[src/rtl/core/cnv_pkg.sv]
// Shared constants, register indexes and controller state type for the
// 3x3 normalized convolution filter. No dependencies.
package cnv_pkg;

    localparam int MAX_COLS_DEF   = 1024;
    localparam int COEF_WIDTH_DEF = 16;
    localparam int PIX_W          = 8;
    localparam int CFG_IDX_W      = 3;
    localparam int CFG_DATA_W     = 48;
    localparam int COLS_W         = 11;
    localparam int ROWS_W         = 16;
    localparam int KSIDE          = 3;

    localparam logic [CFG_IDX_W-1:0] REG_IMAGE_COLS   = 3'd0;
    localparam logic [CFG_IDX_W-1:0] REG_IMAGE_ROWS   = 3'd1;
    localparam logic [CFG_IDX_W-1:0] REG_COEF_ROW_TOP = 3'd2;
    localparam logic [CFG_IDX_W-1:0] REG_COEF_ROW_MID = 3'd3;
    localparam logic [CFG_IDX_W-1:0] REG_COEF_ROW_BOT = 3'd4;

    localparam logic [COLS_W-1:0]     RST_IMAGE_COLS = 11'd1024;
    localparam logic [ROWS_W-1:0]     RST_IMAGE_ROWS = 16'd1024;
    localparam logic [CFG_DATA_W-1:0] RST_COEF_EDGE  = 48'hFFFF_FFFF_FFFF;
    localparam logic [CFG_DATA_W-1:0] RST_COEF_MID   = 48'hFFFF_0001_FFFF;

    typedef enum logic [2:0] {
        ST_IDLE,
        ST_LOAD,
        ST_MAC,
        ST_START,
        ST_DIV
    } state_t;

endpackage

[src/rtl/core/cnv_col_cell.sv]
// One window column cell: holds three pixels, hands them to its left
// neighbor on shift, and registers its weighted column sum. Uses cnv_pkg.
module cnv_col_cell #(
    parameter int COEF_W = cnv_pkg::COEF_WIDTH_DEF
) (
    input  logic                            clk,
    input  logic                            shift,
    input  logic [cnv_pkg::PIX_W-1:0]       col_in   [cnv_pkg::KSIDE],
    input  logic signed [COEF_W-1:0]        coef     [cnv_pkg::KSIDE],
    output logic [cnv_pkg::PIX_W-1:0]       col_out  [cnv_pkg::KSIDE],
    output logic signed [COEF_W+10:0]       col_sum,
    output logic signed [COEF_W+1:0]        coef_sum
);
    import cnv_pkg::*;

    localparam int PROD_W = COEF_W + PIX_W + 1;

    logic [PIX_W-1:0]          pix_reg [KSIDE];
    logic signed [PROD_W-1:0]  prod [KSIDE];
    logic signed [PROD_W+1:0]  sum_reg;
    logic signed [PROD_W+1:0]  sum_next;

    always_ff @(posedge clk)
    begin
        if (shift)
        begin
            pix_reg <= col_in;
        end
        sum_reg <= sum_next;
    end

    always_comb
    begin
        for (int i = 0; i < KSIDE; i++)
        begin
            prod[i] = $signed({1'b0, pix_reg[i]}) * coef[i];
        end
        sum_next = (PROD_W+2)'(prod[0]) + (PROD_W+2)'(prod[1]) + (PROD_W+2)'(prod[2]);
        coef_sum = (COEF_W+2)'(coef[0]) + (COEF_W+2)'(coef[1]) + (COEF_W+2)'(coef[2]);
    end

    assign col_out = pix_reg;
    assign col_sum = sum_reg;

endmodule

[config.mk]
export PLATFORM = sky130hd
export DESIGN_NAME = cnv_col_cell
export DESIGN_NICKNAME = d
export VERILOG_FILES = /design/src/rtl/core/cnv_pkg.sv /design/src/rtl/core/cnv_col_cell.sv
export SDC_FILE = /design/constraint.sdc
export NUM_CORES = 1
export LEC_CHECK = 0
export ABC_AREA = 0
export CORE_ASPECT_RATIO = 0.5
export CORE_UTILIZATION = 68
export CTS_CLUSTER_DIAMETER = 80
export DETAILED_ROUTE_END_ITERATION = 6
export DONT_BUFFER_PORTS = 1
export GPL_TIMING_DRIVEN = 1
export PLACE_DENSITY_LB_ADDON = 0.1
export SLEW_MARGIN = 5
export SYNTH_ARGS = -nofsm -noshare
export SYNTH_HDL_FRONTEND = slang
export SYNTH_SLANG_ARGS = --single-unit
[constraint.sdc]
create_clock -name clk -period 8.1 [get_ports clk]
set_input_delay 1.62 -clock clk [delete_from_list [all_inputs] [get_ports clk]]
set_output_delay 1.62 -clock clk [all_outputs]
set_load 0.01 [all_outputs]
Word level (Yosys, flattened, before mapping)
Index checks and enable logic that the tools add are counted.

operators by class
  add/sub/neg operators = 4
  $mul = 3

operators by type and width
  kind                         number
  multiplier 9 x 16 -> 25 bit  3
  adder 26 x 25 -> 27 bit      1
  adder 25 x 25 -> 26 bit      1
  adder 17 x 16 -> 18 bit      1
  adder 16 x 16 -> 17 bit      1

storage, ports and cells
  flip-flop bits (word level) = 51
  bits of input ports = 74
  output and inout bits = 69
  logic and storage cells = 11

Logic depth before layout (Yosys ltp)
Gate-level depths: netlist (run 1).

  word-level depth = 3
  mapped depth = 25
  gate-level depth less buffers = 23

Least setup slack after synthesis (run 1)
No wires, ideal clock.

  path type = input to register
  start = in coef[15] in the netlist's numbering
  end = reg sum_reg[25], in the netlist col_sum[25]
  setup time = 0.127 ns
  arrival time = 7.245 ns
  required time = 7.973 ns
  slack = 0.728 ns
  stages = 22
  buffers on the path = 1
  path through = clkbuf_1 > nand2_1 > inv_1 > fa_1 > fa_1 > inv_1 > fa_1 > fa_1 > inv_1 > fa_1 > fa_1 > inv_1 > fa_1 > inv_1 > ha_1 > a21o_1 > a21o_1 > a21oi_1 > a21boi_0 > a41o_1 > nor4bb_1 > or3_1

between the ends
  cells in the longest elaborated chain, start to end = 2

ends and longest elaborated chain
  what                         line                text
  from (decl)                  cnv_col_cell.sv:9   input logic signed [COEF_W-1:0] coef [cnv_pkg::KSIDE],
  multiplier 9 x 16 -> 25 bit  cnv_col_cell.sv:36  prod[i] = $signed({1'b0, pix_reg[i]}) * coef[i];
  adder 26 x 25 -> 27 bit      cnv_col_cell.sv:38  sum_next = (PROD_W+2)'(prod[0]) + (PROD_W+2)'(prod[1]) + (PROD_W+2)'(prod[2]);
  named net sum_next[25]       cnv_col_cell.sv:21  logic signed [PROD_W+1:0] sum_next;
  to (signal assigned)         cnv_col_cell.sv:29  sum_reg <= sum_next;
  to (decl)                    cnv_col_cell.sv:20  logic signed [PROD_W+1:0] sum_reg;

The timed path passes the listed nets, and every way through them passes these cells.
A chain may end at the register's enable or synchronous reset.

Worst setup path after layout (run 1)
  start = in coef[8] in the netlist's numbering
  end = reg sum_reg[26], in the netlist col_sum[26]

The elaborated chain is that of the path after synthesis.

==> out/metrics.csv, run 1 <==
metric;value;unit
DR WL/cell;18.56;um
fmax;0.1339;GHz
vias in the first global route;12740;
Initial Util;69.42;%
syn avg cell area;9.527;sq um
GP Congestion;0.9083;
# diodes;0;
CP Cell Sequence;and2_1, fa_1, fa_1, inv_1, fa_1, fa_1, inv_1, fa_1, fa_1, inv_1, fa_1, inv_1, ha_1, a21oi_1, o211ai_1, a2111oi_2, o31ai_4, a31oi_1, o21ai_1, xnor2_1;
Async S/R FF share, synth;0;%
WP data required;8.30;ns
Max FO, Critical Path;9;
Seq/Total Area, Yosys;7.547;%
CTS buffer count;5;
DP Cell Count;2068;
Iter 0 DRT Violations;729;
first-pass GRT wire length;63890;um
nets@finish;2369;
clock transition at the registers of the reported paths;0.09;ns
Setup Buffers After CTS;0;
status;finished clean;
number of setup violations in the final report;0;
largest cells by area after synthesis;fa_1, inv_1, ha_1;
final hold vios;0;
final WL;38540;um
Layout area overhead;3.137;%
setup TNS;0;ns
Max Cap Viol;0;
row cnt;40;
RSZ-0062 raised after global routing;no;
I/O Pins;143;
Critical Path Source Type;input port;
minimum clock period;7.468;ns
pre-CTS WS;0.4032;ns
Sink Count;51;
share of layout cells above drive strength 1;0.9770;%
vias per inst;5.572;
die area;25240;sq um
Post-Synthesis Cell Area;16710;sq um
DR DRC count;0;
post-DP HPWL;33560;um
initial antenna violation count;0;
post-cts hold buffer count;0;
Worst Path Arrival;7.67;ns
critical path type;input port to flip-flop;
number of synthesized flops with an enable pin;24;
Hold Crit Class;flip-flop to flip-flop;
Slew HR;26.87;%
Total GRT Usage;33.30;%
Post-Layout Cell Count;2076;
port bufs;0;
via count;11570;
DIE HEIGHT;112.9;um
r2r setup slk;0.90;ns
CP max stage delay;0.56;ns
core box area;24070;sq um
most common cell after layout, fill and taps aside;inv_1;
post-cts gate resize count;0;
CP dominant cell by count;fa_1;
GRT Residual Overflow;0;
Final Max Tran Viols;0;
Tcrit/Tclk final;92.19;%
clk buf depth;2;
first-pass iteration count of the detailed router;5;
worst skew pair latency;0.33;ns
Distinct cells, synth;49;
Synth Flop Type;dfxtp_1;
#FFs+latches synth;51;
antenna-violating nets left;0;
CP Capture Type;flip-flop;
Yosys top cell area share;50.07;%
net count after synthesis;2384;
H-tree Lvls;2;
CTS root buf;clkbuf_16;
most frequent cells in the layout;inv_1, fa_1, nand2_1, and2_1, ha_1;
cells after synthesis;1754;
Fin Clk Skew;0.01156;ns
CP max stage cell;a2111oi_2;
worst slew pin tran;1.083;ns
TritonCTS clock tree;yes;
YS warnings;0;
worst setup margin;0.6322;ns
die width;223.7;um
largest net degree at the start of global routing;25;
cell taking the most area after synthesis;fa_1;
stage by stage:
stage	hold WS [ns]	instance area (sq um)	util [%]
floorplan	0.7479	16710	-
global route	1.314	17240	71.60
finish	1.293	17240	71.60
global placement	1.201	17070	70.90
CTS	1.250	17240	71.60
detailed placement	1.240	17070	70.90
worst max-delay path, delay by kind of cell:
family                   cells  cell delay, ns
buffers and inverters        4            0.21
AND/OR/NAND/NOR              1            0.14
AO/OA/AOI/OAI                6            1.71
XOR/XNOR                     1            0.14
adder cells (fa/ha/maj)      8            3.84
final timing paths:
path | start | to | depth (start not counted)
hold reg to reg | col_out[16] | col_sum[0] | 2
setup / recovery | coef[8] | col_sum[26] | 20
hold / removal | col_out[16] | col_sum[0] | 2
setup reg to reg | col_out[3] | col_sum[26] | 19
kinds of logic (layout without fill, tap and decap cells):
logic type               Yosys count  count (layout)  synth area share (%)
AO/OA/AOI/OAI                    113             113                 4.582
XOR/XNOR                          41              41                 2.149
adder cells (fa/ha/maj)          556             556                 60.41
buffers and inverters            542             528                 12.17
flip-flops                        51              51                 7.547
AND/OR/NAND/NOR                  451             451                 13.14
metal layers:
| metal | track usage [%] | routed length (um) |
|---|---|---|
| met4 | 12.19 | 1325 |
| met2 | 57.30 | 19590 |
| met3 | 5.609 | 2807 |
| met5 | 0 | 0 |
| met1 | 43.16 | 14820 |
layout make-up:
class	count	area, sq um
Clock inverter	2	38.79
Fill cell	1785	6838
Multi-Input combinational cell	1161	13420
Sequential cell	51	1261
Tap cell	336	420.4
Inverter	515	1933
Timing Repair Buffer	5	37.54
Clock buffer	6	128.9
Yosys cell counts, drive strengths merged, types with 2 or more instances:
cell / n
o21bai: 5
nor2: 19
o21ai: 19
xor2: 11
and2: 173
or3: 2
a31oi: 2
o21a: 5
nand2: 227
nor4: 2
clkbuf: 27
o311ai: 2
nand2b: 3
nand3: 7
nor3: 7
ha: 138
a21oi: 36
nor3b: 2
xnor2: 30
a21boi: 4
nor2b: 2
nand4: 2
fa: 418
a211oi: 5
edfxtp: 24
and3: 3
inv: 514
a221oi: 2
a21o: 16
dfxtp: 27
o31ai: 4
o211ai: 4
flip-flops by register name, indices dropped and copies added, names as in the netlist:
register,cells
col_sum,27
col_out,24
Power of run 1 is not shown: default switching activity piles up to over one toggle a cycle in this logic, so the estimate is an artifact.
==> run 2: changes to the inputs <==
Settings changed: REMOVE_ABC_BUFFERS from default to 1.
==> out/metrics.csv, run 2 (synthesis results as in run 1) <==
metric;value;unit;change
CTS buffer count;5;;unchanged
number of setup violations in the final report;0;;unchanged
DIE HEIGHT;112.9;um;unchanged
CP dominant cell by count;fa_1;;
Slew HR;39.41;%;+13 points
row cnt;40;;unchanged
Initial Util;69.42;%;unchanged
CP delay by family, top;adder cells;;
first-pass GRT wire length;62070;um;-2.9%
max FFs per register;27;;unchanged
critical path type;input port to flip-flop;;
CP max stage delay;0.59;ns;+0.03 ns
DR WL/cell;17.91;um;-3.5%
most frequent cells in the layout;inv_1, fa_1, nand2_1, and2_1, ha_1;;
fmax;0.1341;GHz;+0.13%
core box area;24070;sq um;unchanged
WP data required;8.29;ns;about the same
DR DRC count;0;;unchanged
Layout area overhead;3.092;%;about the same
post-cts gate resize count;0;;unchanged
worst slew pin tran;0.9089;ns;-0.1743 ns
Hold Crit Class;flip-flop to flip-flop;;
busiest grt layer;met2;;
met2 Track Usage GR;53.73;%;-3.6 points
I/O Pins;143;;unchanged
Final Max Tran Viols;0;;unchanged
setup TNS;0;ns;unchanged
CP Capture Type;flip-flop;;
r2r setup slk;0.87;ns;-0.03 ns
post-DP HPWL;32570;um;-3.0%
Tcrit/Tclk final;92.08;%;-0.12 points
met1 GRT Util;44.58;%;+1.4 points
vias in the first global route;12340;;-3.1%
worst skew pair latency;0.32;ns;about the same
met3 GRT Util;5.245;%;-0.36 points
antenna-violating nets left;0;;unchanged
nets@finish;2368;;-0.042%
largest net degree at the start of global routing;25;;unchanged
CP max stage cell;a2111oi_2;;
WP buf/inv;4;;unchanged
final hold vios;0;;unchanged
share of layout cells above drive strength 1;0.9201;%;-0.057 points
# diodes;0;;unchanged
post-cts hold buffer count;0;;unchanged
final WL;37160;um;-3.6%
Setup Buffers After CTS;0;;unchanged
RSZ-0062 raised after global routing;no;;
Max Cap Viol;0;;unchanged
die area;25240;sq um;unchanged
status;finished clean;;
H-tree Lvls;2;;unchanged
vias per inst;5.503;;-1.2%
Critical Path Source Type;input port;;
GRT Residual Overflow;0;;unchanged
CP Cell Sequence;and2_1, fa_1, fa_1, inv_1, fa_1, fa_1, inv_1, fa_1, fa_1, inv_1, fa_1, inv_1, ha_1, a21oi_1, o211ai_1, a2111oi_2, o31ai_4, a31oi_1, o21ai_1, xnor2_1;;
clock transition at the registers of the reported paths;0.08;ns;about the same
initial antenna violation count;0;;unchanged
CTS root buf;clkbuf_16;;
Worst Path Arrival;7.64;ns;-0.03 ns
first-pass iteration count of the detailed router;5;;unchanged
Iter 0 DRT Violations;663;;-9.1%
Max FO, Critical Path;9;;unchanged
clk buf depth;2;;unchanged
Sink Count;51;;unchanged
via count;11420;;-1.3%
GP Congestion;0.9197;;+1.3%
port bufs;0;;unchanged
die width;223.7;um;unchanged
Total GRT Usage;32.21;%;-1.1 points
Fin Clk Skew;0.01373;ns;+0.002177 ns
TritonCTS clock tree;yes;;
most common cell after layout, fill and taps aside;inv_1;;
minimum clock period;7.458;ns;-0.009577 ns
-- run 2: layer usage --
layer | routed length (um) | up-vias
met5 | 0 | -
met1 | 15310 | 5892
met2 | 18420 | 414
met3 | 2602 | 57
met4 | 822 | 0
li1 | - | 5055
-- run 2: cell type report --
type                    instances  area (sq um)
inverters                     515          1933
clock buffers                   6         128.9
flip-flops and latches         51          1261
well taps                     336         420.4
repair buffers                  4         30.03
multi-input cells            1161         13420
clock inverters                 2         38.79
fillers                      1844          6845
-- run 2: final timing paths --
check	depth (start not counted)	to	start
setup reg to reg	19	col_sum[26]	col_out[19]
setup / recovery	20	col_sum[26]	coef[8]
hold / removal	2	col_sum[0]	col_out[16]
hold reg to reg	2	col_sum[0]	col_out[16]
-- run 2: through the flow --
stage | utilization (%) | hold WS, ns | instances | cell area, sq um | setup WS (ns)
after floorplan | - | 0.9085 | 1727 | 16610 | 0.8986
after global placement | 70.87 | 1.189 | 2067 | 17060 | 0.5098
after detailed placement | 70.87 | 1.187 | 2067 | 17060 | 0.3292
after CTS | 71.56 | 1.214 | 2075 | 17230 | 0.6614
after global routing | 71.56 | 1.278 | 2075 | 17230 | 0.4106
final | 71.56 | 1.233 | 2075 | 17230 | 0.6418
-- run 2: worst register-to-register path, stage by stage, from the launching register on --
cell,delay [ns]
edfxtp_1,0.95
nand2_1,0.20
fa_1,0.55
fa_1,0.53
fa_1,0.54
fa_1,0.53
inv_1,0.06
fa_1,0.44
fa_1,0.52
inv_1,0.06
fa_1,0.50
inv_1,0.05
ha_1,0.36
a21oi_1,0.25
o211ai_1,0.19
a2111oi_2,0.59
o31ai_4,0.20
a31oi_1,0.34
o21ai_1,0.12
xnor2_1,0.14
Power of run 2 is left out for the same reason.
==> run 3: changes to the inputs <==
Settings changed: RECOVER_POWER from default to 50.
==> out/metrics.csv, run 3 (synthesis results as in run 1) <==
metric;value;unit;change
DR DRC count;0;;unchanged
initial antenna violation count;0;;unchanged
worst setup path end;col_sum[26];;
Tcrit/Tclk final;92.09;%;about the same
WP buf/inv;4;;unchanged
r2r setup slk;0.87;ns;about the same
reg2reg end;col_sum[26];;
Post-Layout Cell Count;2075;;unchanged
Layout area overhead;3.092;%;unchanged
most frequent cells in the layout;inv_1, fa_1, nand2_1, and2_1, ha_1;;
H-tree Lvls;2;;unchanged
post-cts hold buffer count;0;;unchanged
Iter 0 DRT Violations;666;;+0.45%
CTS buffer count;5;;unchanged
worst slew pin tran;0.9078;ns;-0.001094 ns
die width;223.7;um;unchanged
met1 GRT Util;44.58;%;unchanged
clock transition at the registers of the reported paths;0.08;ns;about the same
CTS root buf;clkbuf_16;;
die area;25240;sq um;unchanged
DIE HEIGHT;112.9;um;unchanged
DR WL/cell;17.91;um;about the same
status;finished clean;;
R2R depth;19;;unchanged
final WL;37150;um;about the same
CP dominant cell by count;fa_1;;
CP max stage cell;a2111oi_2;;
met2 Track Usage GR;53.73;%;unchanged
vias per inst;5.497;;about the same
first-pass GRT wire length;62070;um;unchanged
critical path type;input port to flip-flop;;
Setup Buffers After CTS;0;;unchanged
port bufs;0;;unchanged
WP depth;20;;unchanged
Max FO, Critical Path;9;;unchanged
number of setup violations in the final report;0;;unchanged
row cnt;40;;unchanged
share of layout cells above drive strength 1;0.9201;%;unchanged
WP data required;8.29;ns;about the same
Filler cells;1844;;unchanged
first-pass iteration count of the detailed router;5;;unchanged
core box area;24070;sq um;unchanged
GRT Residual Overflow;0;;unchanged
most common cell after layout, fill and taps aside;inv_1;;
final hold vios;0;;unchanged
Final Max Tran Viols;0;;unchanged
Initial Util;69.42;%;unchanged
placed cell areas;17060;sq um;unchanged
via count;11410;;-0.096%
GP Congestion;0.9197;;unchanged
busiest grt layer;met2;;
post-cts gate resize count;0;;unchanged
worst skew pair latency;0.32;ns;about the same
CP Cell Sequence;and2_1, fa_1, fa_1, inv_1, fa_1, fa_1, inv_1, fa_1, fa_1, inv_1, fa_1, inv_1, ha_1, a21oi_1, o211ai_1, a2111oi_2, o31ai_4, a31oi_1, o21ai_1, xnor2_1;;
Hold Crit Class;flip-flop to flip-flop;;
TritonCTS clock tree;yes;;
RSZ-0062 raised after global routing;no;;
antenna-violating nets left;0;;unchanged
Critical Path Source Type;input port;;
minimum clock period;7.459;ns;+0.001160 ns
Worst Path Arrival;7.65;ns;about the same
Sink Count;51;;unchanged
Slew HR;39.48;%;+0.073 points
met3 GRT Util;5.245;%;unchanged
# diodes;0;;unchanged
setup TNS;0;ns;unchanged
Total GRT Usage;32.21;%;unchanged
CP delay by family, top;adder cells;;
clk buf depth;2;;unchanged
post-DP HPWL;32570;um;unchanged
DP Cell Count;2067;;unchanged
CP max stage delay;0.59;ns;about the same
Max Cap Viol;0;;unchanged
I/O Pins;143;;unchanged
Fin Clk Skew;0.01373;ns;unchanged
largest net degree at the start of global routing;25;;unchanged
post-route cell area;17230;sq um;unchanged
max FFs per register;27;;unchanged
vias in the first global route;12340;;unchanged
CP Capture Type;flip-flop;;
nets@finish;2368;;unchanged
Critical Path Source;coef[8];;
fmax;0.1341;GHz;about the same
Reg-to-Reg Start;col_out[19];;
==> run 3: cell counts in the layout (fill, tap and decap cells not counted) <==
Identical to the previous run, type by type.
==> run 3: cell type report <==
type | count | area, sq um | share of cell area (%)
clock buffers | 6 | 128.9 | 0.7481
multi-input cells | 1161 | 13420 | 77.87
well taps | 336 | 420.4 | 2.440
inverters | 515 | 1933 | 11.22
clock inverters | 2 | 38.79 | 0.2251
repair buffers | 4 | 30.03 | 0.1743
flip-flops and latches | 51 | 1261 | 7.321
==> run 3: worst min-delay path, cell delays in order (launching register included) <==
cell      delay, ns
edfxtp_1       0.84
and2_1         0.23
ha_1           0.12
==> run 3: worst min path at each step <==
stage           startpoint          to  depth (start not counted)  slack (ns)
2_1_floorplan  col_out[16]  col_sum[0]                          2        0.91
3_3_place_gp   col_out[16]  col_sum[0]                          2        1.19
3_5_place_dp   col_out[16]  col_sum[0]                          2        1.19
4_1_cts        col_out[16]  col_sum[0]                          2        1.21
5_1_grt        col_out[16]  col_sum[0]                          2        1.28
6_report       col_out[16]  col_sum[0]                          2        1.23
==> run 3: through the flow <==
step	utilization, %	setup WS, ns	hold WS, ns
finish	71.56	0.6407	1.233
global route	71.56	0.4106	1.278
detailed placement	70.87	0.3292	1.187
global placement	70.87	0.5098	1.189
CTS	71.56	0.6614	1.214
floorplan	-	0.8986	0.9085
==> run 3: per-layer routing <==
layer | vias to the layer above | share of wire (%)
met2 | 406 | 50
met1 | 5889 | 41
li1 | 5055 | -
met5 | - | 0
met3 | 57 | 6.9
met4 | 0 | 2.2
Power of run 3 is left out for the same reason.
