$ cat config.mk
export PLATFORM = sky130hd
export DESIGN_NAME = cnv_div
export DESIGN_NICKNAME = d
export VERILOG_FILES = /design/src/rtl/core/cnv_pkg.sv /design/src/rtl/core/cnv_div.sv
export SDC_FILE = /design/constraint.sdc
export NUM_CORES = 1
export LEC_CHECK = 0
export BUFFER_PORTS_ARGS = -buffer_cell sky130_fd_sc_hd__buf_4
export CAP_MARGIN = 15
export CORE_MARGIN = 1
export CORE_UTILIZATION = 64
export CTS_BUF_LIST = sky130_fd_sc_hd__clkbuf_16
export DETAILED_ROUTE_END_ITERATION = 16
export PLACE_DENSITY = 0.86
export SLEW_MARGIN = 30
export SYNTH_ARGS = -nofsm -noshare
export SYNTH_HDL_FRONTEND = slang
export SYNTH_SLANG_ARGS = --single-unit
$ cat constraint.sdc
create_clock -name clk -period 4.9 [get_ports clk]
set_input_delay 0.245 -clock clk [delete_from_list [all_inputs] [get_ports clk]]
set_output_delay 0.245 -clock clk [all_outputs]
set_load 0.01 [all_outputs]
$ cat src/rtl/core/cnv_pkg.sv
// Shared constants, register indexes and controller state type for the
// 3x3 normalized convolution filter. No dependencies.
package cnv_pkg;

    localparam int MAX_COLS_DEF   = 1024;
    localparam int COEF_WIDTH_DEF = 16;
    localparam int PIX_W          = 8;
    localparam int CFG_IDX_W      = 3;
    localparam int CFG_DATA_W     = 48;
    localparam int COLS_W         = 11;
    localparam int ROWS_W         = 16;
    localparam int KSIDE          = 3;

    localparam logic [CFG_IDX_W-1:0] REG_IMAGE_COLS   = 3'd0;
    localparam logic [CFG_IDX_W-1:0] REG_IMAGE_ROWS   = 3'd1;
    localparam logic [CFG_IDX_W-1:0] REG_COEF_ROW_TOP = 3'd2;
    localparam logic [CFG_IDX_W-1:0] REG_COEF_ROW_MID = 3'd3;
    localparam logic [CFG_IDX_W-1:0] REG_COEF_ROW_BOT = 3'd4;

    localparam logic [COLS_W-1:0]     RST_IMAGE_COLS = 11'd1024;
    localparam logic [ROWS_W-1:0]     RST_IMAGE_ROWS = 16'd1024;
    localparam logic [CFG_DATA_W-1:0] RST_COEF_EDGE  = 48'hFFFF_FFFF_FFFF;
    localparam logic [CFG_DATA_W-1:0] RST_COEF_MID   = 48'hFFFF_0001_FFFF;

    typedef enum logic [2:0] {
        ST_IDLE,
        ST_LOAD,
        ST_MAC,
        ST_START,
        ST_DIV
    } state_t;

endpackage

$ cat src/rtl/core/cnv_div.sv
// Bit-serial signed divider, one quotient bit per cycle, truncating toward
// zero; returns the low byte of the quotient. Uses cnv_pkg.
module cnv_div #(
    parameter int NUM_W = 29,
    parameter int DEN_W = 20
) (
    input  logic                         clk,
    input  logic                         rst_n,
    input  logic                         start,
    input  logic signed [NUM_W-1:0]      num,
    input  logic signed [DEN_W-1:0]      den,
    output logic                         done,
    output logic [cnv_pkg::PIX_W-1:0]    quot
);
    import cnv_pkg::*;

    localparam int CNT_W = $clog2(NUM_W + 1);

    logic [NUM_W-1:0] quo_reg, quo_next;
    logic [DEN_W:0]   rem_reg, rem_next;
    logic [DEN_W-1:0] dvs_reg, dvs_next;
    logic             neg_reg, neg_next;
    logic [CNT_W-1:0] cnt_reg, cnt_next;
    logic             busy_reg, busy_next;
    logic             done_reg, done_next;
    logic [DEN_W:0]   rem_sh;
    logic             fit;

    always_ff @(posedge clk or negedge rst_n)
    begin
        if (!rst_n)
        begin
            busy_reg <= 1'b0;
            done_reg <= 1'b0;
            cnt_reg  <= '0;
        end
        else
        begin
            busy_reg <= busy_next;
            done_reg <= done_next;
            cnt_reg  <= cnt_next;
        end
    end

    always_ff @(posedge clk)
    begin
        quo_reg <= quo_next;
        rem_reg <= rem_next;
        dvs_reg <= dvs_next;
        neg_reg <= neg_next;
    end

    always_comb
    begin
        rem_sh    = {rem_reg[DEN_W-1:0], quo_reg[NUM_W-1]};
        fit       = rem_sh >= {1'b0, dvs_reg};
        quo_next  = quo_reg;
        rem_next  = rem_reg;
        dvs_next  = dvs_reg;
        neg_next  = neg_reg;
        cnt_next  = cnt_reg;
        busy_next = busy_reg;
        done_next = done_reg;
        if (start)
        begin
            // take magnitudes, keep the result sign
            quo_next  = num[NUM_W-1] ? NUM_W'(-num) : NUM_W'(num);
            dvs_next  = den[DEN_W-1] ? DEN_W'(-den) : DEN_W'(den);
            neg_next  = num[NUM_W-1] ^ den[DEN_W-1];
            rem_next  = '0;
            cnt_next  = '0;
            busy_next = 1'b1;
            done_next = 1'b0;
        end
        else if (busy_reg)
        begin
            rem_next = fit ? rem_sh - {1'b0, dvs_reg} : rem_sh;
            quo_next = {quo_reg[NUM_W-2:0], fit};
            cnt_next = cnt_reg + CNT_W'(1);
            if (cnt_reg == CNT_W'(NUM_W - 1))
            begin
                busy_next = 1'b0;
                done_next = 1'b1;
            end
        end
    end

    assign done = done_reg;
    assign quot = neg_reg ? PIX_W'(-quo_reg[PIX_W-1:0]) : quo_reg[PIX_W-1:0];

endmodule

# Word level (Yosys, flattened, before mapping)

Cells that the tools add are included.

Logic and storage cells: 33
Flip-flop bits (word level): 77
Output and inout bits: 9
Input bits: 52

Bitwise logic cells: 1
Reduce and logical (&&, ||, !) cells: 3
$lt $le $gt $ge: 1
Add/subtract/negate cells: 5
Eq/ne operators: 1
Mux-type cells: 14

Operator list:

| operator              | number |
|---|---|
| $mux W29              | 3 |
| $neg A29 Y29          | 1 |
| $ge A21 B20 Y1        | 1 |
| $mux W20              | 1 |
| $neg A20 Y20          | 1 |
| $sub A20 B20 Y20      | 1 |
| $mux W19              | 1 |
| $mux W5               | 2 |
| $mux W8               | 1 |
| $neg A8 Y8            | 1 |
| $mux W1               | 6 |
| $add A5 B1 Y5 const B | 1 |
| $eq A5 B5 Y1 const B  | 1 |
| $reduce_bool A2 Y1    | 2 |
| $reduce_and A2 Y1     | 1 |
| $xor A1 B1 Y1         | 1 |

# Logic depth before layout (Yosys ltp)

Gate-level depths: netlist of run 1.

Depth in word-level cells: 4
Depth in mapped cells: 11
Mapped depth without buffers: 10

# Least setup slack after synthesis of run 1

Ideal clock, no wire load.

Path type: flip-flop to flip-flop
Start point: reg dvs_reg[1]
End point: reg rem_reg[1]
Cell stages (with the launch flop): 11
Path slack: 2.296 ns
Setup time: 0.095 ns
Period minus slack after synthesis: 2.604 ns
Data required time: 4.805 ns
Arrival: 2.509 ns
Buffers on the path: 1
Cell sequence: edfxtp_1 inv_1 ha_1 nor2b_1 o21ba_2 o31a_1 nor3_1 or3_1 clkbuf_1 nand2_1 o311ai_1

Word-level cells in the longest chain between the ends: 2
Elaborated cells between the ends (all ways): 3
Classes of those cells: add/sub (1); order compare (1); mux (1)

Ends and longest elaborated chain:

| what                                                      | RTL line                     | RTL |
|---|---|---|
| start, declared                                           | cnv_div.sv:21                | `logic [DEN_W-1:0] dvs_reg, dvs_next;` |
| start signal, assigned                                    | cnv_div.sv:49                | `dvs_reg <= dvs_next;` |
| $sub A20 B20 Y20 / $ge A21 B20 Y1 (equally long branches) | cnv_div.sv:77, cnv_div.sv:56 |  |
| $mux W20 *                                                | cnv_div.sv:77                | `rem_next = fit ? rem_sh - {1'b0, dvs_reg} : rem_sh;` |
| end signal, assigned                                      | cnv_div.sv:48                | `rem_reg <= rem_next;` |
| end, declared                                             | cnv_div.sv:20                | `logic [DEN_W:0] rem_reg, rem_next;` |

Mark *: on every way between the ends. The rest lies on a longest branch, timed or not.
A chain may end at the register's enable or synchronous reset.

# Final worst setup path of run 1

Start point: reg dvs_reg[6]
End point: reg rem_reg[1]

Word-level cells in the longest chain between the ends: 2

Ends and longest elaborated chain:

| what           | RTL line      | RTL |
|---|---|---|
| $ge A21 B20 Y1 | cnv_div.sv:56 | `fit = rem_sh >= {1'b0, dvs_reg};` |
| $mux W20       | cnv_div.sv:77 |  |

Every way passes these cells.

==> metrics.txt, run 1 <==
DRT iter0 DRCs=355; Final setup viols=0; delay-heaviest family, CP=simple AND/OR/NAND/NOR gates; Hold Vio Cnt, Final=0; GRT Overall Usage=29.35%; depth of the worst hold-timing path=1; vias in the first global route=4395; hold path start=den[0]; Main synth FF type=edfxtp_1; Hold Path End=dvs_reg[0]; R2R Path End=rem_reg[1]; Crit Path Class=register to register; Avg Synthesized Cell Area=8.997 um2; Filler cells=532; Port Buffer Count=60; first-pass GRT wire length=20150 um; yosys warns=0; Max Root-Sink Buffers=2; crit-path cells=inv_1, ha_1, a21o_1, a21oi_1, o21ai_0, nor3_1, or3_1, nand2_1, o311ai_1; DRC=0; FF+latch count, synth=77; hpwl dp=8725 um; slowest CP cell=or3_1; sequential area share after synthesis=38.99%; fraction of layout cells with a size suffix above 1=13.93%; Max Slew Vio Count=0; Max Clk Rate=300.2 MHz; remaining antenna violation count=0; Worst R2R Start=dvs_reg[6]; Min-Delay Path Class=primary input to register; asr flop ratio synth=9.091%; largest area contributor in the netlist=edfxtp_1; VDD IR max=0.0002471 V; n_diodes=0; RSZ-0062 raised after global routing=false; clock sinks=77; Synth Instances=592; Placer Congestion=0.8655; Startpoint Class=register; Num CTS Buffers=9; Ports=61; Synth Net Count=670; crit-path max cell delay=720 ps; core area=7888 um2; DIE HEIGHT=93.23 um; post-CTS setup buffers=0; Final WS setup=1569 ps; leakage power figure=2.446 nW; initial antenna violation count=0; Starting Density=67.53%; critical-path maximum fanout=21; reg2reg setup slack=1570 ps; total grt overflow=0; Routed WL=12020 um; clk_lat worst skew=330 ps; DIE AREA=8691 um2; DR WL/cell=16.21 um; top cells by count, synth=60 x nor2_1, 50 x edfxtp_1, 43 x a21oi_1, 38 x inv_1, 36 x xnor2_1; drt pass-1 iters=5; Worst Skew=7.401 ps; run status=finished clean; CP arrival=3560 ps; Tcrit/Tclk final=67.97%; top cells by area, synth=edfxtp_1 28%, dfxtp_1 7.5%, xnor2_1 5.9%; largest net degree at the start of global routing=68; Place WS=1661 ps; CP bufs+invs=1; vias per cell=6.192; max FFs per register=29; Mapped Area=5326 um2; H-tree Lvls=3; Die W=93.23 um; Worst-Margin Slew=816.5 ps; Yosys top cell area share=28.19%; Tmin final=3331 ps; cell with the most instances after synthesis=nor2_1; Crit. End Element=register; Clock Tree Root=clkbuf_16; Netlist cell types=61; setup_tns=0 ps; Clk pin slew, worst setup/hold paths=60 ps; reg2reg path depth=9; Rel. slew slack=45.39%; Area Growth Syn to Fin=14.16%; Post-synth EDFFs=50; FP Rows=32; Via Count=4588; worst path required time=5130 ps; CTS tree=yes; PwrDens=424.8 nW/um2; MaxCap Viol Count=0; nets=712
-- per-stage QoR --
stage          cell area, um2  util [%]  instances  hold WS (ps)  power, mW
2_1_floorplan            5326         -        592        -50.59      1.684
3_5_place_dp             5809     73.65        724         59.92      1.969
4_1_cts                  6081     77.09        741         111.1      2.559
6_report                 6081     77.09        741         112.0      2.583
5_1_grt                  6081     77.09        741         113.7      2.738
3_3_place_gp             5803     73.57        724         58.79      1.928
-- layout make-up --
type,count,area [um2],share of cell area [%]
sequential,77,2077,34.16
timing repair buffer,64,483.0,7.942
clock inverter,7,36.28,0.5967
inverter,38,142.6,2.346
tap,102,127.6,2.099
clock buffer,9,225.2,3.704
multi-input combinational,444,2989,49.16
-- worst max-delay path by stage --
| stage | start | endpoint | slack [ps] | depth (start not counted) |
|---|---|---|---|---|
| detailed placement | dvs_reg[1] | rem_reg[1] | 1660 | 9 |
| floorplan | dvs_reg[1] | rem_reg[1] | 2300 | 10 |
| CTS | dvs_reg[1] | rem_reg[1] | 1680 | 9 |
| finish | dvs_reg[6] | rem_reg[1] | 1570 | 9 |
| global route | dvs_reg[1] | rem_reg[1] | 1380 | 9 |
| global placement | dvs_reg[1] | rem_reg[1] | 1760 | 9 |
-- per-layer routing --
metal	GRT usage, %	part of all wire (%)	vias up
li1	-	-	2266
met1	39.24	45	2188
met2	49.63	49	117
met3	3.821	4.8	17
met4	9.103	1.4	0
met5	0	0	-
-- layout by cell type (no fill, tap or decap), types with 6 or more instances in the layout --
cell       count
buf_4         63
o41ai_1        6
nand2_1       33
a41oi_1        6
dfxtp_1       20
nand3_1       20
inv_1         39
a21oi_1       43
nor2b_1        6
xor2_1        31
dfrtp_1        7
edfxtp_1      50
a311oi_1      11
xnor2_1       36
or3_1         16
o31ai_1       16
nor3_1        10
ha_1          25
or4_1          6
nand4_1        6
nor2_1        60
o21ai_0       30
nand2b_1       8
nor4_1         6
clkbuf_16      9
-- report_power, final --
part / internal [mW] / switching (mW)
clock network: 0.335 / 0.251
logic: 0.462 / 0.622
registers: 0.821 / 0.0925
-- cell families (layout without fill, tap and decap cells) --
| group | Yosys count | count (layout) | synth area share (%) |
|---|---|---|---|
| xor gates and xnor gates | 67 | 67 | 11.02 |
| DFF | 77 | 77 | 38.99 |
| AOI/OAI and AO/OA | 157 | 157 | 19.99 |
| and+or+nand+nor | 189 | 189 | 17.71 |
| adders and majority gates | 26 | 26 | 6.249 |
| muxes | 5 | 5 | 0.9397 |
| buffers and inverters | 71 | 118 | 5.097 |
-- repair_timing --
action / 4_1_cts / 5_1_grt
hold buffers: 1 / 0
gates resized for setup: 0 / 0
endpoints found under the hold margin: 7 / 0
Power figures use the tool's default switching activity.
==> inputs of run 2 (changes only) <==
Settings changed: ABC_AREA set to 1, CORE_UTILIZATION 64 to 54, PLACE_DENSITY 0.86 to 0.77.
Clock period 4.9 ns to 2.95 ns, I/O delays scaled along.
==> metrics.txt, run 2 <==
run status=finished clean; remaining antenna violation count=0 (unchanged); Mapped Area=5876 um2 (+10%); Synth Area in Adders=5.664% (-0.58 points); DRT iter0 DRCs=384 (+8.2%); Starting Density=56.41% (-11 points); yosys warns=0 (unchanged); Max Root-Sink Buffers=2 (unchanged); Filler cells=931 (+75%); worst path required time=3020 ps (-2110 ps); asr flop ratio synth=9.091% (unchanged); Area Growth Syn to Fin=14.18% (about the same); Netlist cell types=40 (-34%); P_sw=2.145 mW (+120%); simple-gate share of the synthesized area=32.20% (+14 points); fraction of layout cells with a size suffix above 1=13.41% (-0.52 points); share of total power in combinational logic=48.3% (+6.4 points); Power Internal=2.976 mW (+84%); FF+latch count, synth=77 (unchanged); leakage power figure=3.329 nW (+36%); PwrDens=763.4 nW/um2 (+80%); core area=10420 um2 (+32%); Avg Synthesized Cell Area=7.174 um2 (-20%); # resized after CTS=0 (unchanged); Min-Delay Path Class=primary input to register; Routed WL=14610 um (+22%); Placer Congestion=1.003 (+16%); largest area contributor in the netlist=edfxtp_1; commonest non-fill, non-tap cell in the layout=nand2_1; sequential area share after synthesis=35.35% (-3.6 points); cell with the most instances after synthesis=nand2_1; vias in the first global route=5130 (+17%); clk_lat worst skew=350 ps (+20 ps); Startpoint Class=register; Worst Skew=13.28 ps (+5.882 ps); Tcrit/Tclk final=79.06% (+11 points); mux contribution to synthesized area=0% (-0.94 points); top cells by area, synth=edfxtp_1 26%, nand2_1 14%, inv_1 8.4%; complex-gate fraction of the synthesized area=8.348% (-12 points); Synth Area in XOR/XNOR=7.304% (-3.7 points); Max Clk Rate=428.8 MHz (+43%); critical-path maximum fanout=21 (unchanged); Yosys top cell area share=25.55% (-2.6 points); drt pass-1 iters=5 (unchanged); setup_tns=0 ps (unchanged); Util after Layout=64.41% (-13 points); Final setup viols=0 (unchanged); Num CTS Buffers=9 (unchanged); share of power burned in registers=29.5% (-5.9 points); Die W=106.3 um (+14%); Post-synth EDFFs=50 (unchanged); Synth Net Count=897 (+34%); commonest non-fill, non-tap cells in the layout=222 x nand2_1, 131 x inv_1, 73 x nand3_1; final worst hold slack=92.94 ps (-19.03 ps); DR WL/cell=14.38 um (-11%); Clk pin slew, worst setup/hold paths=60 ps (about the same); Final WS setup=617.7 ps (-951.6 ps); first-pass GRT wire length=24300 um (+21%); DRC=0 (unchanged); n_diodes=0 (unchanged); CTS tree=yes; Cell Area, Placed=6386 um2 (+9.9%); nets=953 (+34%); Hold Vio Cnt, Final=0 (unchanged); Max Slew Vio Count=0 (unchanged); total grt overflow=0 (unchanged); Crit. End Element=register; DIE AREA=11300 um2 (+30%); Ports=61 (unchanged); CP arrival=2400 ps (-1160 ps); max FFs per register=29 (unchanged); Port Buffer Count=60 (unchanged); Crit Path Class=register to register; cell area after layout=6709 um2 (+10%); Synth Instances=819 (+38%); Clock power frac=22.1% (-0.6 points); Worst-Margin Slew=668.1 ps (-148.3 ps); RSZ-0062 raised after global routing=false; top cells by count, synth=222 x nand2_1, 131 x inv_1, 73 x nand3_1, 67 x nor2_1, 50 x edfxtp_1; Clock Tree Root=clkbuf_16; post-CTS setup buffers=0 (unchanged); Main synth FF type=edfxtp_1; vias per cell=5.359 (-13%); H-tree Lvls=3 (unchanged); clock sinks=77 (unchanged); VDD IR max=0.0003895 V (+58%); largest net degree at the start of global routing=47 (-31%); main combinational cell family by area after synthesis=simple AND/OR/NAND/NOR gates; Rel. slew slack=55.39% (+10 points); Tmin final=2332 ps (-998.4 ps); DIE HEIGHT=106.3 um (+14%); MaxCap Viol Count=0 (unchanged); FP Rows=37 (+16%); hpwl dp=11120 um (+27%); GRT Overall Usage=27.62% (-1.7 points); Via Count=5445 (+19%); Sw Ratio=41.89% (+4.5 points); initial antenna violation count=0 (unchanged); Place WS=649.9 ps (-1011 ps)
run 2: per-stage QoR:
step | std cells | power [mW]
after floorplan | 819 | 3.450
after global placement | 998 | 3.905
after detailed placement | 998 | 3.959
after CTS | 1016 | 5.099
after global routing | 1016 | 5.502
final | 1016 | 5.121
run 2: cells by family after synthesis:
| logic type | count (synthesis) |
|---|---|
| compound gates | 87 |
| simple gates | 423 |
| buf+inv | 157 |
| flops | 77 |
| xor+xnor | 49 |
| fa+ha+maj | 26 |
run 2: layout make-up:
class	count	area [um2]	share of cell area, %
flip-flops and latches	77	2077	30.96
repair buffers	67	508.0	7.572
multi-input cells	585	3147	46.90
inverters	135	506.7	7.553
clock inverters	7	75.07	1.119
well taps	136	170.2	2.536
clock buffers	9	225.2	3.357
run 2: power groups by stage:
| stage | logic (mW) | clock network (mW) | registers (mW) |
|---|---|---|---|
| 2_1_floorplan | 1.96 | 0 | 1.49 |
| 3_3_place_gp | 2.39 | 0 | 1.52 |
| 3_5_place_dp | 2.43 | 0 | 1.53 |
| 4_1_cts | 2.44 | 1.15 | 1.51 |
| 5_1_grt | 2.78 | 1.19 | 1.53 |
| 6_report | 2.48 | 1.13 | 1.51 |
run 2: per-layer routing:
layer | GRT usage, % | wire length, um | vias up
met2 | 42.53 | 6448 | 170
li1 | - | - | 2744
met4 | 11.61 | 403 | 0
met5 | 0 | 0 | -
met1 | 38.46 | 6984 | 2502
met3 | 4.414 | 775 | 29
run 2: what timing repair did:
item,CTS,global route
hold buffers,2,0
endpoints found under the setup margin,0,0
endpoints found under the hold margin,8,0
run 2: worst max-delay path: stages, from the launching register on:
cell	delay [ps]
edfxtp_1	380
inv_1	110
ha_1	290
nand2_1	100
nand2_1	70
nand2_1	70
nand2_1	80
a21oi_2	170
nand2_2	90
nand2_4	240
nand2_4	250
nand2_1	110
o21ai_0	80
run 2: worst paths after layout:
| path | start | end | slack, ps | depth (start not counted) |
|---|---|---|---|---|
| min | start | cnt_reg[2] | 90 | 2 |
| min reg2reg | rem_reg[10] | rem_reg[10] | 470 | 2 |
| max | dvs_reg[6] | quo_reg[0] | 620 | 12 |
| min in group asynchronous | rst_n | cnt_reg[0] | 140 | 2 |
| max reg2reg | dvs_reg[6] | quo_reg[0] | 620 | 12 |
| max in group asynchronous | rst_n | cnt_reg[1] | 2680 | 2 |
==> inputs of run 3 (changes only) <==
Settings changed: CORE_UTILIZATION 54 to 60, PLACE_DENSITY 0.77 to 0.81.
Clock period 2.95 ns to 2.15 ns, I/O delays scaled along.
==> metrics.txt, run 3 (synthesis results as in run 2) <==
Sw Ratio=41.45% (-0.45 points); max FFs per register=29 (unchanged); Worst Setup SP=dvs_reg[12]; Util after Layout=74.55% (+10 points); clk_lat worst skew=340 ps (about the same); GRT Overall Usage=30.56% (+2.9 points); Power Internal=4.470 mW (+50%); DR WL/cell=15.21 um (+5.8%); Hold Vio Cnt, Final=0 (unchanged); worst path required time=2350 ps (-670 ps); Starting Density=62.70% (+6.3 points); Die W=101.0 um (-5.0%); Cell Area, Placed=6415 um2 (+0.45%); Placed Cells=996 (-0.20%); drt pass-1 iters=5 (unchanged); clock sinks=77 (unchanged); FP Rows=35 (-5.4%); share of total power in combinational logic=51.1% (+2.8 points); PwrDens=1093 nW/um2 (+43%); hpwl dp=11280 um (+1.5%); Worst R2R Start=dvs_reg[12]; Ports=61 (unchanged); commonest non-fill, non-tap cell in the layout=nand2_1; n_diodes=0 (unchanged); reg2reg path depth=13 (+1); Clock power frac=21.3% (-0.8 points); WL met2=6946 um (+7.7%); Clock Tree Root=clkbuf_16; Tot Pwr=7.634 mW (+49%); H-tree Lvls=3 (unchanged); MaxCap Viol Count=0 (unchanged); share of power burned in registers=27.6% (-1.9 points); DRT iter0 DRCs=621 (+62%); met1 WL=7148 um (+2.3%); Max Root-Sink Buffers=2 (unchanged); Max Used Layer=met5; P_sw=3.164 mW (+47%); commonest non-fill, non-tap cells in the layout=217 x nand2_1, 132 x inv_1, 73 x nand3_1; run status=finished clean; vias per cell=5.585 (+4.2%); initial antenna violation count=1 (+1); Non-Filler Instances=1022 (+0.59%); Min-Delay Path Class=primary input to register; CP Capture Point=rem_reg[0]; Max Clk Rate=486.5 MHz (+13%); Startpoint Class=register; core area=9371 um2 (-10%); CTS tree=yes; final worst hold slack=83.39 ps (-9.549 ps); Rel. slew slack=65.62% (+10 points); Num CTS Buffers=9 (unchanged); Final setup viols=0 (unchanged); Tmin final=2055 ps (-276.8 ps); Max Slew Vio Count=0 (unchanged); reg2reg setup slack=90 ps (-520 ps); DIE AREA=10190 um2 (-9.8%); Placer Congestion=0.9722 (-3.0%); slowest CP cell=edfxtp_1; remaining antenna violation count=0 (unchanged); critical-path maximum fanout=8 (-62%); WL met3=1164 um (+50%); VDD IR max=0.0005286 V (+36%); Worst Skew=5.975 ps (-7.308 ps); DRC=0 (unchanged); Area Growth Syn to Fin=18.91%; Routed WL=15540 um (+6.4%); Via Count=5708 (+4.8%); nets=966 (+1.4%); Worst-Margin Slew=509.0 ps (-159.2 ps); cell area after layout=6987 um2 (+4.1%); Port Buffer Count=60 (unchanged); crit-path max cell delay=380 ps (about the same); Clk pin slew, worst setup/hold paths=60 ps (about the same); vias in the first global route=5283 (+3.0%); fraction of layout cells with a size suffix above 1=16.01% (+2.6 points); leakage power figure=3.429 nW (+3.0%); R2R Path End=rem_reg[0]; largest net degree at the start of global routing=40 (-15%); DIE HEIGHT=101.0 um (-5.0%); Filler cells=749 (-20%); Tcrit/Tclk final=95.60% (+17 points); crit-path cells=inv_1, ha_2, nand2_1, inv_2, nand2_1, inv_1, a21oi_2, nand2_2, nand2_8, buf_12, nand3_1, nand3_1, o21ai_0; Crit. End Element=register; CP arrival=2260 ps (-140 ps); total grt overflow=0 (unchanged); Crit Path Class=register to register; first-pass GRT wire length=23930 um (-1.5%)
==> run 3: worst max-delay path: cells and delay by family, from the launching register on <==
kind | cells | cell delay (ps)
adder cells (fa/ha/maj) | 1 | 300
AND/OR/NAND/NOR | 6 | 690
flip-flops | 1 | 380
buffers and inverters | 4 | 330
AO/OA/AOI/OAI | 2 | 220
==> run 3: timing repair <==
| action | CTS | global route |
|---|---|---|
| setup endpoints to repair | 1 | 22 |
| pin swaps | 0 | 6 |
| setup buffers | 0 | 5 |
| hold buffers | 2 | 0 |
| cloned | 0 | 3 |
| resized for setup | 0 | 27 |
| hold endpoints to repair | 8 | 0 |
==> run 3: through the flow <==
step                      worst slack, ps  setup TNS (ps)
after detailed placement            23.88               0
final                               94.53               0
after CTS                          -14.00          -14.00
after global routing               -22.31          -40.65
after global placement              8.402               0
after floorplan                     194.6               0
==> run 3: power by group through the flow <==
stage / clock [mW] / combinational [mW] / sequential, mW
floorplan: 0 / 2.69 / 2.05
global placement: 0 / 3.31 / 2.10
detailed placement: 0 / 3.36 / 2.11
CTS: 1.64 / 3.40 / 2.08
global route: 1.70 / 4.27 / 2.14
finish: 1.63 / 3.90 / 2.11
==> run 3: metal layers <==
| layer | track usage [%] | up-vias |
|---|---|---|
| met1 | 43.77 | 2653 |
| met4 | 10.26 | 2 |
| li1 | - | 2761 |
| met5 | 0 | - |
| met2 | 46.79 | 263 |
| met3 | 5.270 | 29 |
==> run 3: final cells by class <==
type	instances	area (um2)	share of cell area, %
inverters	135	506.7	7.253
clock buffers	9	225.2	3.223
well taps	129	161.4	2.310
flip-flops and latches	77	2077	29.73
repair buffers	79	669.4	9.581
multi-input cells	586	3257	46.62
clock inverters	7	90.09	1.289
==> run 3: worst min path at each step <==
stage / startpoint / to / slack (ps) / depth (start not counted)
after floorplan: rst_n / busy_reg / -190 / 0
final: den[9] / dvs_reg[9] / 80 / 2
after global routing: den[9] / dvs_reg[9] / 80 / 2
after CTS: den[13] / dvs_reg[13] / 80 / 2
after global placement: rst_n / done / -80 / 1
after detailed placement: rst_n / done / -70 / 1
